--- config.mk ---
export PLATFORM = sky130hd
export DESIGN_NAME = ready_queue_scheduler_flat
export DESIGN_NICKNAME = d
export VERILOG_FILES = /design/src/design/rqs_pkg.sv /design/src/design/rqs_req_if.sv /design/src/design/rqs_rsp_if.sv /design/src/design/rqs_cell.sv /design/src/design/ready_queue_scheduler.sv /design/src/flat_wrapper.sv
export SDC_FILE = /design/constraint.sdc
export NUM_CORES = 1
export LEC_CHECK = 0
export BUFFER_PORTS_ARGS = -buffer_cell sky130_fd_sc_hd__buf_2
export CORE_MARGIN = 3
export CORE_UTILIZATION = 48
export DETAILED_ROUTE_END_ITERATION = 12
export GPL_ROUTABILITY_DRIVEN = 0
export PLACE_DENSITY = 0.74
export SETUP_SLACK_MARGIN = 0.3
export SLEW_MARGIN = 20
export SYNTH_ARGS = -nofsm -noshare
export SYNTH_HDL_FRONTEND = slang
export SYNTH_SLANG_ARGS = --single-unit
--- constraint.sdc ---
create_clock -name clk -period 8.09 [get_ports clk]
set_input_delay 0.809 -clock clk [delete_from_list [all_inputs] [get_ports clk]]
set_output_delay 0.809 -clock clk [all_outputs]
set_load 0.005 [all_outputs]
--- src/design/rqs_pkg.sv ---
`timescale 1ns / 1ps
`default_nettype none
// ----------------------------------------------------------------------------
// Ready queue scheduler package
// Shared widths, command codes and cell control types for the cell chain.
// ----------------------------------------------------------------------------
package rqs_pkg;

    localparam int CMD_W = 2;
    localparam int ID_W  = 8;
    localparam int CNT_OUT_W = 5;

    // Command codes carried on the request channel.
    localparam logic [CMD_W-1:0] CMD_ADD   = 2'd0;
    localparam logic [CMD_W-1:0] CMD_YIELD = 2'd1;
    localparam logic [CMD_W-1:0] CMD_TERM  = 2'd2;

    // Operation broadcast to every cell of the chain.
    typedef logic [1:0] cell_op_t;
    localparam cell_op_t CELL_HOLD = 2'd0;
    localparam cell_op_t CELL_LOAD = 2'd1;
    localparam cell_op_t CELL_POP  = 2'd2;
    localparam cell_op_t CELL_ROT  = 2'd3;

    typedef struct packed {
        cell_op_t          op;
        logic [ID_W-1:0]   new_id;
        logic [ID_W-1:0]   head_id;
    } cell_ctrl_t;

endpackage

`default_nettype wire

--- src/design/rqs_req_if.sv ---
`timescale 1ns / 1ps
`default_nettype none
// ----------------------------------------------------------------------------
// Ready queue request channel
// Valid/ready channel carrying one command and one thread id per transfer.
// ----------------------------------------------------------------------------
interface rqs_req_if
    import rqs_pkg::*;
();

    logic              valid;
    logic              ready;
    logic [CMD_W-1:0]  command;
    logic [ID_W-1:0]   thread_id;

    modport source (output valid, output command, output thread_id, input ready);
    modport sink   (input valid, input command, input thread_id, output ready);

endinterface

`default_nettype wire

--- src/design/rqs_rsp_if.sv ---
`timescale 1ns / 1ps
`default_nettype none
// ----------------------------------------------------------------------------
// Ready queue response channel
// Valid/ready channel carrying the result of one command per transfer.
// ----------------------------------------------------------------------------
interface rqs_rsp_if
    import rqs_pkg::*;
();

    logic                  valid;
    logic                  ready;
    logic                  dispatch_valid;
    logic [ID_W-1:0]       dispatch_id;
    logic                  removed;
    logic                  overflow;
    logic [CNT_OUT_W-1:0]  ready_count;

    modport source (output valid, output dispatch_valid, output dispatch_id,
                    output removed, output overflow, output ready_count,
                    input ready);
    modport sink   (input valid, input dispatch_valid, input dispatch_id,
                    input removed, input overflow, input ready_count,
                    output ready);

endinterface

`default_nettype wire

--- src/design/rqs_cell.sv ---
`timescale 1ns / 1ps
`default_nettype none
// ----------------------------------------------------------------------------
// Ready queue cell
// Holds the thread id at one queue position. Cell 0 is the head. On a pop
// or rotate every cell takes its right neighbor's id; on a rotate the cell
// at the tail takes the old head instead. On a load the cell at the first
// free position takes the new id.
// ----------------------------------------------------------------------------
module rqs_cell
    import rqs_pkg::*;
#(
    parameter int CELL_INDEX = 0,
    parameter int CNT_W      = 5
) (
    input  wire logic              clk,
    input  wire cell_ctrl_t        ctrl,
    input  wire logic [CNT_W-1:0]  count,
    input  wire logic [ID_W-1:0]   nbr_id,
    output logic      [ID_W-1:0]   id
);

    localparam logic [CNT_W-1:0] POS      = CNT_W'(CELL_INDEX);
    localparam logic [CNT_W-1:0] POS_NEXT = CNT_W'(CELL_INDEX + 1);

    logic [ID_W-1:0] id_reg;
    logic [ID_W-1:0] id_next;

    // Select the next id from the broadcast operation and this cell's position.
    always_comb
    begin
        id_next = id_reg;
        unique case (ctrl.op)
            CELL_HOLD: id_next = id_reg;
            CELL_LOAD:
            begin
                if (count == POS)
                begin
                    id_next = ctrl.new_id;
                end
            end
            CELL_POP:  id_next = nbr_id;
            CELL_ROT:
            begin
                if (count == POS_NEXT)
                begin
                    id_next = ctrl.head_id;
                end
                else
                begin
                    id_next = nbr_id;
                end
            end
            default:   id_next = id_reg;
        endcase
    end

    // Payload storage; entries beyond the fill count never reach the response.
    always_ff @(posedge clk)
    begin
        id_reg <= id_next;
    end

    assign id = id_reg;

endmodule

`default_nettype wire

--- src/design/ready_queue_scheduler.sv ---
`timescale 1ns / 1ps
`default_nettype none
// ----------------------------------------------------------------------------
// Ready queue scheduler
// FIFO ready queue of thread ids held in a chain of cells, head in cell 0.
//
//   channel   dir   payload                                           role
//   req       in    command, thread_id                                command
//   rsp       out   dispatch_valid, dispatch_id, removed, overflow,   result
//                   ready_count
//
// One command is worked at a time. Add and yield pass from the idle state
// to the busy state, which registers the result. Terminate rotates the
// chain one position per cycle until the id is at the head or a full turn
// is made; the walk over the cells sets the worst case. A result waits in
// the output register while the next command is taken; work that would
// produce a second result stalls until the first one is transferred. Reset
// empties the queue; cell contents are not cleared and need no clearing pass.
// ----------------------------------------------------------------------------
module ready_queue_scheduler
    import rqs_pkg::*;
#(
    parameter int QUEUE_DEPTH = 16
) (
    input  wire logic  clk,
    input  wire logic  rst_n,
    rqs_req_if.sink    req,
    rqs_rsp_if.source  rsp
);

    localparam int CNT_W = $clog2(QUEUE_DEPTH + 1);
    localparam logic [CNT_W-1:0] FULL_COUNT = CNT_W'(QUEUE_DEPTH);
    localparam logic [CNT_W-1:0] CNT_ONE    = CNT_W'(1);

    localparam logic ST_IDLE = 1'b0;
    localparam logic ST_BUSY = 1'b1;

    logic              state_reg,  state_next;
    logic [CMD_W-1:0]  cmd_reg,    cmd_next;
    logic [ID_W-1:0]   tid_reg,    tid_next;
    logic [CNT_W-1:0]  count_reg,  count_next;
    logic [CNT_W-1:0]  walk_reg,   walk_next;
    logic              out_valid_reg, out_valid_next;
    logic              dv_reg,     dv_next;
    logic [ID_W-1:0]   did_reg,    did_next;
    logic              rem_reg,    rem_next;
    logic              ovf_reg,    ovf_next;

    logic              slot_free;
    logic              finish;
    cell_ctrl_t        ctrl;
    logic [ID_W-1:0]   cell_id [QUEUE_DEPTH];

    // Chain of cells; the last cell's neighbor input is a constant zero filler.
    for (genvar i = 0; i < QUEUE_DEPTH; i++)
    begin : g_cell
        logic [ID_W-1:0] nbr;
        if (i == QUEUE_DEPTH - 1)
        begin : g_last
            assign nbr = '0;
        end
        else
        begin : g_mid
            assign nbr = cell_id[i+1];
        end

        rqs_cell #(
            .CELL_INDEX (i),
            .CNT_W      (CNT_W)
        ) u_cell (
            .clk    (clk),
            .ctrl   (ctrl),
            .count  (count_reg),
            .nbr_id (nbr),
            .id     (cell_id[i])
        );
    end

    assign slot_free = !out_valid_reg || rsp.ready;
    assign req.ready = (state_reg == ST_IDLE);

    // Command sequencer: one step per cycle, finishing only when slot_free.
    always_comb
    begin
        state_next  = state_reg;
        cmd_next    = cmd_reg;
        tid_next    = tid_reg;
        count_next  = count_reg;
        walk_next   = walk_reg;
        dv_next     = dv_reg;
        did_next    = did_reg;
        rem_next    = rem_reg;
        ovf_next    = ovf_reg;
        finish      = 1'b0;
        ctrl.op      = CELL_HOLD;
        ctrl.new_id  = tid_reg;
        ctrl.head_id = cell_id[0];

        unique case (state_reg)
            ST_IDLE:
            begin
                if (req.valid)
                begin
                    cmd_next   = req.command;
                    tid_next   = req.thread_id;
                    walk_next  = '0;
                    state_next = ST_BUSY;
                end
            end
            ST_BUSY:
            begin
                unique case (cmd_reg)
                    CMD_ADD:
                    begin
                        if (slot_free)
                        begin
                            finish   = 1'b1;
                            dv_next  = 1'b0;
                            did_next = '0;
                            rem_next = 1'b0;
                            if (count_reg == FULL_COUNT)
                            begin
                                ovf_next = 1'b1;
                            end
                            else
                            begin
                                ovf_next   = 1'b0;
                                ctrl.op    = CELL_LOAD;
                                count_next = count_reg + CNT_ONE;
                            end
                        end
                    end
                    CMD_YIELD:
                    begin
                        if (slot_free)
                        begin
                            finish   = 1'b1;
                            rem_next = 1'b0;
                            ovf_next = 1'b0;
                            if (count_reg != '0)
                            begin
                                dv_next    = 1'b1;
                                did_next   = cell_id[0];
                                ctrl.op    = CELL_POP;
                                count_next = count_reg - CNT_ONE;
                            end
                            else
                            begin
                                dv_next  = 1'b0;
                                did_next = '0;
                            end
                        end
                    end
                    CMD_TERM:
                    begin
                        // A full turn without a match restores the order.
                        priority if (walk_reg == count_reg)
                        begin
                            if (slot_free)
                            begin
                                finish   = 1'b1;
                                dv_next  = 1'b0;
                                did_next = '0;
                                rem_next = 1'b0;
                                ovf_next = 1'b0;
                            end
                        end
                        else if (cell_id[0] == tid_reg)
                        begin
                            if (slot_free)
                            begin
                                finish     = 1'b1;
                                dv_next    = 1'b0;
                                did_next   = '0;
                                rem_next   = 1'b1;
                                ovf_next   = 1'b0;
                                ctrl.op    = CELL_POP;
                                count_next = count_reg - CNT_ONE;
                            end
                        end
                        else
                        begin
                            ctrl.op   = CELL_ROT;
                            walk_next = walk_reg + CNT_ONE;
                        end
                    end
                    default:
                    begin
                        if (slot_free)
                        begin
                            finish   = 1'b1;
                            dv_next  = 1'b0;
                            did_next = '0;
                            rem_next = 1'b0;
                            ovf_next = 1'b0;
                        end
                    end
                endcase

                if (finish)
                begin
                    state_next = ST_IDLE;
                end
            end
            default: state_next = ST_IDLE;
        endcase
    end

    // Output register holds a result until its transfer.
    always_comb
    begin
        out_valid_next = out_valid_reg;
        if (finish)
        begin
            out_valid_next = 1'b1;
        end
        else if (rsp.ready)
        begin
            out_valid_next = 1'b0;
        end
    end

    // Control state.
    always_ff @(posedge clk or negedge rst_n)
    begin
        if (!rst_n)
        begin
            state_reg     <= ST_IDLE;
            count_reg     <= '0;
            walk_reg      <= '0;
            out_valid_reg <= 1'b0;
        end
        else
        begin
            state_reg     <= state_next;
            count_reg     <= count_next;
            walk_reg      <= walk_next;
            out_valid_reg <= out_valid_next;
        end
    end

    // Command and result payload.
    always_ff @(posedge clk)
    begin
        cmd_reg <= cmd_next;
        tid_reg <= tid_next;
        dv_reg  <= dv_next;
        did_reg <= did_next;
        rem_reg <= rem_next;
        ovf_reg <= ovf_next;
    end

    assign rsp.valid          = out_valid_reg;
    assign rsp.dispatch_valid = dv_reg;
    assign rsp.dispatch_id    = did_reg;
    assign rsp.removed        = rem_reg;
    assign rsp.overflow       = ovf_reg;

    // The count register always holds the count after the last result.
    if (CNT_W >= CNT_OUT_W)
    begin : g_cnt_trunc
        assign rsp.ready_count = count_reg[CNT_OUT_W-1:0];
    end
    else
    begin : g_cnt_ext
        assign rsp.ready_count = {{(CNT_OUT_W-CNT_W){1'b0}}, count_reg};
    end

endmodule

`default_nettype wire
--- src/flat_wrapper.sv ---
// flat-port wrapper written by rule: the top's interface ports become plain ports
module ready_queue_scheduler_flat import rqs_pkg::*;
#(
    parameter int QUEUE_DEPTH = 16
)
  (clk, rst_n, req_valid, req_command, req_thread_id, req_ready, rsp_valid, rsp_dispatch_valid, rsp_dispatch_id, rsp_removed, rsp_overflow, rsp_ready_count, rsp_ready);
  rqs_req_if req_i ();
  rqs_rsp_if rsp_i ();
  input  wire logic clk;
  input  wire logic rst_n;
  input wire logic [$bits(req_i.valid)-1:0] req_valid;
  input wire logic [$bits(req_i.command)-1:0] req_command;
  input wire logic [$bits(req_i.thread_id)-1:0] req_thread_id;
  output wire logic [$bits(req_i.ready)-1:0] req_ready;
  output wire logic [$bits(rsp_i.valid)-1:0] rsp_valid;
  output wire logic [$bits(rsp_i.dispatch_valid)-1:0] rsp_dispatch_valid;
  output wire logic [$bits(rsp_i.dispatch_id)-1:0] rsp_dispatch_id;
  output wire logic [$bits(rsp_i.removed)-1:0] rsp_removed;
  output wire logic [$bits(rsp_i.overflow)-1:0] rsp_overflow;
  output wire logic [$bits(rsp_i.ready_count)-1:0] rsp_ready_count;
  input wire logic [$bits(rsp_i.ready)-1:0] rsp_ready;
  assign req_i.valid = req_valid;
  assign req_i.command = req_command;
  assign req_i.thread_id = req_thread_id;
  assign req_ready = req_i.ready;
  assign rsp_valid = rsp_i.valid;
  assign rsp_dispatch_valid = rsp_i.dispatch_valid;
  assign rsp_dispatch_id = rsp_i.dispatch_id;
  assign rsp_removed = rsp_i.removed;
  assign rsp_overflow = rsp_i.overflow;
  assign rsp_ready_count = rsp_i.ready_count;
  assign rsp_i.ready = rsp_ready;
  ready_queue_scheduler #(.QUEUE_DEPTH(QUEUE_DEPTH)) u_core (.clk(clk), .rst_n(rst_n), .req(req_i), .rsp(rsp_i));
endmodule
=== Word-level counts from Yosys, hierarchy flattened ===
Cells that the tools add are included.

* Flip-flop bits (word level): 161
* Input port bits: 14
* Word-level logic and storage cells: 218
* Output and inout bits: 18

* Multiplexer cells: 104
* Bitwise logic cells: 2
* Add/sub/neg operators: 3
* Reduce and logical (&&, ||, !) cells: 30
* Equal/unequal tests: 53

{| class="wikitable"
|+ Operator list
! kind !! count
|-
| 8-bit one-hot mux with 3 select lines || 16
|-
| 8-bit 2-to-1 mux || 37
|-
| 5-bit 2-to-1 mux || 11
|-
| 2-bit inequality test, second input constant || 23
|-
| 5-bit by 4-bit equality test with 1-bit output, second input constant || 8
|-
| 2-bit AND reduction || 16
|-
| 1-bit 2-to-1 mux || 26
|-
| 5-bit by 3-bit equality test with 1-bit output, second input constant || 4
|-
| 8-bit one-hot mux with 2 select lines || 1
|-
| 5-bit one-hot mux with 3 select lines || 1
|-
| 2-bit 2-to-1 mux || 7
|-
| 3-bit AND reduction || 4
|-
| 5-bit by 1-bit adder with 5-bit output, second input constant || 2
|-
| 5-bit by 2-bit equality test with 1-bit output, second input constant || 2
|-
| 2-bit by 1-bit inequality test with 1-bit output, second input constant || 5
|-
| 5-bit one-hot mux with 2 select lines || 1
|-
| 9-bit AND reduction || 1
|-
| 8-bit equality test || 1
|-
| 2-bit equality test, second input constant || 3
|-
| 3-bit by 1-bit inequality test with 1-bit output, second input constant || 2
|-
| 1-bit one-hot mux with 2 select lines || 3
|-
| 2-bit one-hot mux with 3 select lines || 1
|-
| 5-bit by 1-bit equality test with 1-bit output, second input constant || 1
|-
| 5-bit equality test || 1
|-
| 12 further kinds || 15
|}

=== Logic depth before layout (Yosys ltp) ===
* Depth in word-level cells: 10
* Mapped depth: 11
* Gate-level depth less buffers: 9

=== Modules after synthesis ===
Synthesis repeated with hierarchy kept, for this count alone.

* Cells, all modules: 1010
* Area total of the unflattened synthesis: 9924.5 um^2

{| class="wikitable"
|+ Modules (own cells, without submodules)
! module !! area each (um^2) !! cells an instance !! instances !! sequential area each (um^2)
|-
| ready_queue_scheduler || 1731.7 || 142 || 1 || 930.9
|-
| rqs_cell (u_core.g_cell[10].u_cell ...) || 544.3 || 56 || 3 || 240.2
|-
| rqs_cell (u_core.g_cell[4].u_cell ...) || 528.0 || 57 || 2 || 240.2
|-
| rqs_cell (u_core.g_cell[5].u_cell ...) || 481.7 || 50 || 2 || 240.2
|-
| rqs_cell (u_core.g_cell[3].u_cell) || 540.5 || 59 || 1 || 240.2
|-
| rqs_cell (u_core.g_cell[0].u_cell) || 530.5 || 57 || 1 || 240.2
|-
| rqs_cell (u_core.g_cell[14].u_cell) || 525.5 || 56 || 1 || 240.2
|-
| rqs_cell (u_core.g_cell[11].u_cell) || 523.0 || 58 || 1 || 240.2
|-
| rqs_cell (u_core.g_cell[2].u_cell) || 515.5 || 56 || 1 || 240.2
|-
| rqs_cell (u_core.g_cell[7].u_cell) || 479.2 || 50 || 1 || 240.2
|-
| rqs_cell (u_core.g_cell[13].u_cell) || 476.7 || 50 || 1 || 240.2
|-
| rqs_cell (u_core.g_cell[1].u_cell) || 475.5 || 50 || 1 || 240.2
|-
| rqs_cell (u_core.g_cell[15].u_cell) || 474.2 || 50 || 1 || 240.2
|}

=== Worst setup path after synthesis ===
OpenSTA, ideal clock, no wires.

* Kind: input port to flip-flop
* From: input rsp_ready
* To: register u_core.g_cell[0].u_cell.id_reg[0], enable pin
* Cell stages on the path: 7
* Arrival: 2595 ps
* Path buffers: 2
* Setup time: 386 ps
* Path slack: 5108 ps
* Cells stage by stage: nor2b_1 -> nor3_1 -> o221ai_2 -> buf_6 -> buf_6 -> nor2_1 -> a211oi_1

* Word-level cells in the longest chain between the ends: 9
* Elaborated cells between the ends (all ways): 15
* Those cells by class: eq/ne (4); mux (7); bitwise (1); reduce/logical (3)

{| class="wikitable"
|+ RTL lines
! item !! RTL line !! RTL
|-
| start, declared || flat_wrapper.sv:21 || <nowiki>input wire logic [$bits(rsp_i.ready)-1:0] rsp_ready;</nowiki>
|-
| 1-bit logical OR (*) || ready_queue_scheduler.sv:79 || <nowiki>assign slot_free = !out_valid_reg || rsp.ready;</nowiki>
|-
| 2-bit 2-to-1 mux || ready_queue_scheduler.sv:170 || <nowiki>if (slot_free)</nowiki>
|-
| 2-bit 2-to-1 mux || ready_queue_scheduler.sv:168 || <nowiki>else if (cell_id[0] == tid_reg)</nowiki>
|-
| 2-bit 2-to-1 mux || ready_queue_scheduler.sv:157 || <nowiki>priority if (walk_reg == count_reg)</nowiki>
|-
| 2-bit one-hot mux with 3 select lines (*) || ready_queue_scheduler.sv:112 || <nowiki>unique case (cmd_reg)</nowiki>
|-
| 2-bit 2-to-1 mux (*) || ready_queue_scheduler.sv:99 || <nowiki>unique case (state_reg)</nowiki>
|-
| 2-bit equality test (tied with other cells) || rqs_cell.sv:33 || <nowiki>unique case (ctrl.op)</nowiki>
|-
| 2-bit inequality test (no source line) or 1-bit NOT (tied branches) || -- ||
|-
| 3-bit AND reduction (no source line) (*) || -- ||
|-
| end signal, assigned || rqs_cell.sv:61 || <nowiki>id_reg <= id_next;</nowiki>
|-
| end, declared || rqs_cell.sv:26 || <nowiki>logic [ID_W-1:0] id_reg;</nowiki>
|}

Every way passes the cells marked *; elsewhere a longest branch is shown, timed or not.
A chain may end at the register's enable or synchronous reset.

=== Final worst setup path ===
* From: register u_core.g_cell[0].u_cell.id_reg[3]
* To: register u_core.g_cell[0].u_cell.id_reg[0], enable pin

* Word-level cells in the longest chain between the ends: 8
* Elaborated cells between the ends (all ways): 12
* Those cells by class: eq/ne (5); mux (4); bitwise (1); reduce/logical (2)

{| class="wikitable"
|+ RTL lines
! item !! RTL line
|-
| 8-bit equality test (*) || ready_queue_scheduler.sv:168
|-
| 2-bit 2-to-1 mux (*) || ready_queue_scheduler.sv:168
|-
| 2-bit 2-to-1 mux (*) || ready_queue_scheduler.sv:157
|-
| 2-bit one-hot mux with 3 select lines (*) || ready_queue_scheduler.sv:112
|-
| 2-bit 2-to-1 mux (*) || ready_queue_scheduler.sv:99
|-
| 2-bit equality test (tied with other cells) || rqs_cell.sv:33
|-
| 2-bit inequality test (no source line) or 1-bit NOT (tied branches) || --
|-
| 3-bit AND reduction (no source line) (*) || --
|}

Marked as above.

==> impl_metrics.yaml <==
worst_setup_path:
  crit_buf_inv: 0
  cp-end-kind: "flop"
  critical_path_class: "flop to flop"
  critical_path_depth: 6
  cpLargestDelayFamily: "compound AO/OA/AOI/OAI gates"
  critPathLaunch: "u_core.g_cell[0].u_cell.id[3]$_DFFE_PP_"
  crit_fanout: 29
  max_stage_delay_ns: 0.86
  cp_slowest_cell: "edfxtp_1"
  arrival_ns: 3.77
  rr_worst_depth: 6
  crit_chain: "xor2_1 > nor4_4 > nand2_2 > o221ai_4 > nor2_1 > a211oi_2"
  r2r_slack_ns: 4.38
  endpoint: "u_core.g_cell[0].u_cell.id[0]$_DFFE_PP_"
  required_ns: 8.15
  startpoint_type: "flop"
  r2r_start: "u_core.g_cell[0].u_cell.id[3]$_DFFE_PP_"
  worst_r2r_endpoint: "u_core.g_cell[0].u_cell.id[0]$_DFFE_PP_"
grt:
  grt-ovfl-total: 0
  grt_first_pass_wirelength_mm: 28.1
  gr-usage-met1_pct: 26.7
  antenna_found_initial: 1
  grt_use_met2_pct: 31.8
  first_global_vias: 4985
  top_usage_layer: "met2"
  gr-usage-met3_pct: 6.04
  track_usage_pct: 20.2
  grt_max_degree: 30
die:
  die_h_um: 134
  dieArea_sq_mm: 0.0178
  rows: 45
  core_sq_mm: 0.0155
  fp.dieW_um: 134
  start_util_pct: 50.2
  pin_count: 32
timing:
  hold_viol: 0
  period_minus_slack_ns: 3.71
  skew_ns: 0.00831
  layout_worst_path_cycle_share_pct: 45.8
  tns_ns: 0
  setup_viol: 0
  final_max_slew_viol_count: 0
  tightest_slew_ns: 1.11
  rsz0062_at_grt: "no"
  slew_headroom_pct: 26.1
  clock.fmax_mhz: 270
route:
  route.detailed.drc: 0
  vias_per_cell: 6.54
  drtAntennaViolNets: 0
  drt_first_pass_iters: 5
  vias: 5134
  drt-total-wl_mm: 17.6
  drtIter0Drc: 622
  wire_per_inst_um: 22.4
final_layout:
  drive_above_1_share_pct: 17.6
  largest_register_ffs: 128
  layoutNonFillerInstCount: 785
  diodes: 0
  regArea_sq_mm: 0.00477
  num-nets-final: 586
  areaGrowthSynthToFinish_pct: 9.10
  n_fill_cell: 1299
  multi_input_area_sq_mm: 0.00267
logic_synthesis:
  syn_nets: 581
  yosysSeqAreaShare_pct: 61.1
  synth-edff-count: 149
  synthAdderAreaFrac_pct: 1.76
  synth_area_sq_mm: 0.00781
  synthArstFlopShare_pct: 7.45
  netlist_instances: 556
  synthSimpleGateAreaFrac_pct: 8.46
  syn_area_per_cell_sq_um: 14.0
  ys_warn_count: 0
  synth_mux_area_share_pct: 0.545
  synth-compound-area-share_pct: 21.0
  ys_ff_latch: 161
  synth_cell_type_count: 51
  synth_ff_type: "edfxtp_1"
  synth_top_family_by_area: "compound AO/OA/AOI/OAI gates"
  synth_xor_xnor_area_share_pct: 2.24
placement:
  io_buffers: 31
  placed_cells: 753
  hpwlAfterDp_mm: 11.9
clock_tree:
  post-cts-setup-buffers: 0
  ctsResizeCount: 0
  numCtsBuffers: 17
  htreeDepth: 4
  ctsHoldBuffers: 0
  cts_buffer_depth: 2
  cts-root-buf: "clkbuf_16"
  cts_tree: "built"
  cts.sink_count: 161
  clk_pin_slew_ns: 0.06
  insertion_delay_ns: 0.43
pwr:
  ir_worst_vdd_mv: 0.247
  p_per_area_mw_per_mm2: 361
  p_leak_uw: 0.00316
status:
  status: "complete, no violations"
min_path:
  hold_path_class: "input port to asynchronous set/reset pin"
job:
  max-cap-violations: 0
==> placed cells by master (no fill, tap or decap), drive strengths merged, types with 15 or more instances in the layout <==
master  count
inv        18
a21o       18
a221o     112
nor2       27
xor2       15
clkbuf     19
buf        31
and3       17
edfxtp    149
o21ai      18
a21oi      20
nand2      25
==> logic make-up (layout without fill, tap and decap cells) <==
group	after synthesis	in the layout
adder cells (fa/ha/maj)	11	11
multiplexers	4	4
AND/OR/NAND/NOR	115	115
flip-flops	161	161
XOR/XNOR	20	20
buffers and inverters	62	80
AO/OA/AOI/OAI	183	183
==> per-layer routing <==
layer / up-vias / wire [um]
met1: 2557 / 7360
li1: 2270 / -
met5: - / 0
met3: 35 / 1350
met2: 272 / 8470
met4: 0 / 394
==> Yosys cell counts, drive strengths merged (3+ instances only) <==
master    n  share of area [%]
edfxtp  149                 57
a221o   112                 14
buf      39                3.8
nor2     27                1.6
nand2    25                1.2
a21oi    20                1.3
a21o     18                1.7
o21ai    18                1.8
and3     17                1.4
inv      16               0.77
xor2     15                1.7
dfrtp    12                3.8
nand3    12               0.77
ha       11                1.8
and2     10               0.80
clkbuf    6               0.29
nand2b    5               0.40
nor2b     5               0.40
xnor2     5               0.56
nor3      4               0.32
nor4      3               0.82
o22ai     3               0.24
==> cell type report <==
class                           instances  area share, %
Tap cell                              211           3.10
Multi-Input combinational cell        333           31.3
Inverter                               17          0.749
Clock inverter                         13           1.88
Sequential cell                       161           56.0
Clock buffer                           19           5.08
Timing Repair Buffer                   31           1.82
==> worst register-to-register path, stage by stage (launching register included) <==
cell	delay [ns]
edfxtp_1	0.86
xor2_1	0.22
nor4_4	0.42
nand2_2	0.16
o221ai_4	0.86
nor2_1	0.17
a211oi_2	0.66
==> through the flow <==
step                      hold slack [ns]  power [uW]  area [sq um]  worst slack (ns)  util [%]
after floorplan                     0.472        2040          7810              5.11         -
after global placement              0.509        2210          7920              4.37      51.0
after detailed placement            0.515        2260          7920              4.03      51.0
after CTS                           0.246        3070          8510              4.05      54.8
after global routing                0.243        3230          8520              4.17      54.8
final                               0.250        3070          8520              4.38      54.8
==> where the power goes <==
part	total, uW	internal (uW)	switching, uW
registers	1440	1250	189
clock network	812	486	326
logic	822	317	505
total	3070	2050	1020
==> how the worst min path moves through the flow <==
stage                                               to                                    start  slack, ns  cells after the start
4_1_cts          u_core.rsp.ready_count[0]$_DFFE_PN0P_                                    rst_n       0.25                      1
3_5_place_dp   u_core.g_cell[0].u_cell.id[6]$_DFFE_PP_  u_core.g_cell[1].u_cell.id[6]$_DFFE_PP_       0.52                      1
5_1_grt          u_core.rsp.ready_count[3]$_DFFE_PN0P_                                    rst_n       0.24                      1
3_3_place_gp            u_core.walk_reg[4]$_DFFE_PN0P_           u_core.walk_reg[4]$_DFFE_PN0P_       0.51                      1
6_report         u_core.rsp.ready_count[3]$_DFFE_PN0P_                                    rst_n       0.25                      1
2_1_floorplan           u_core.walk_reg[4]$_DFFE_PN0P_           u_core.walk_reg[4]$_DFFE_PN0P_       0.47                      1
Note: power is estimated with default switching activity, not from simulation.
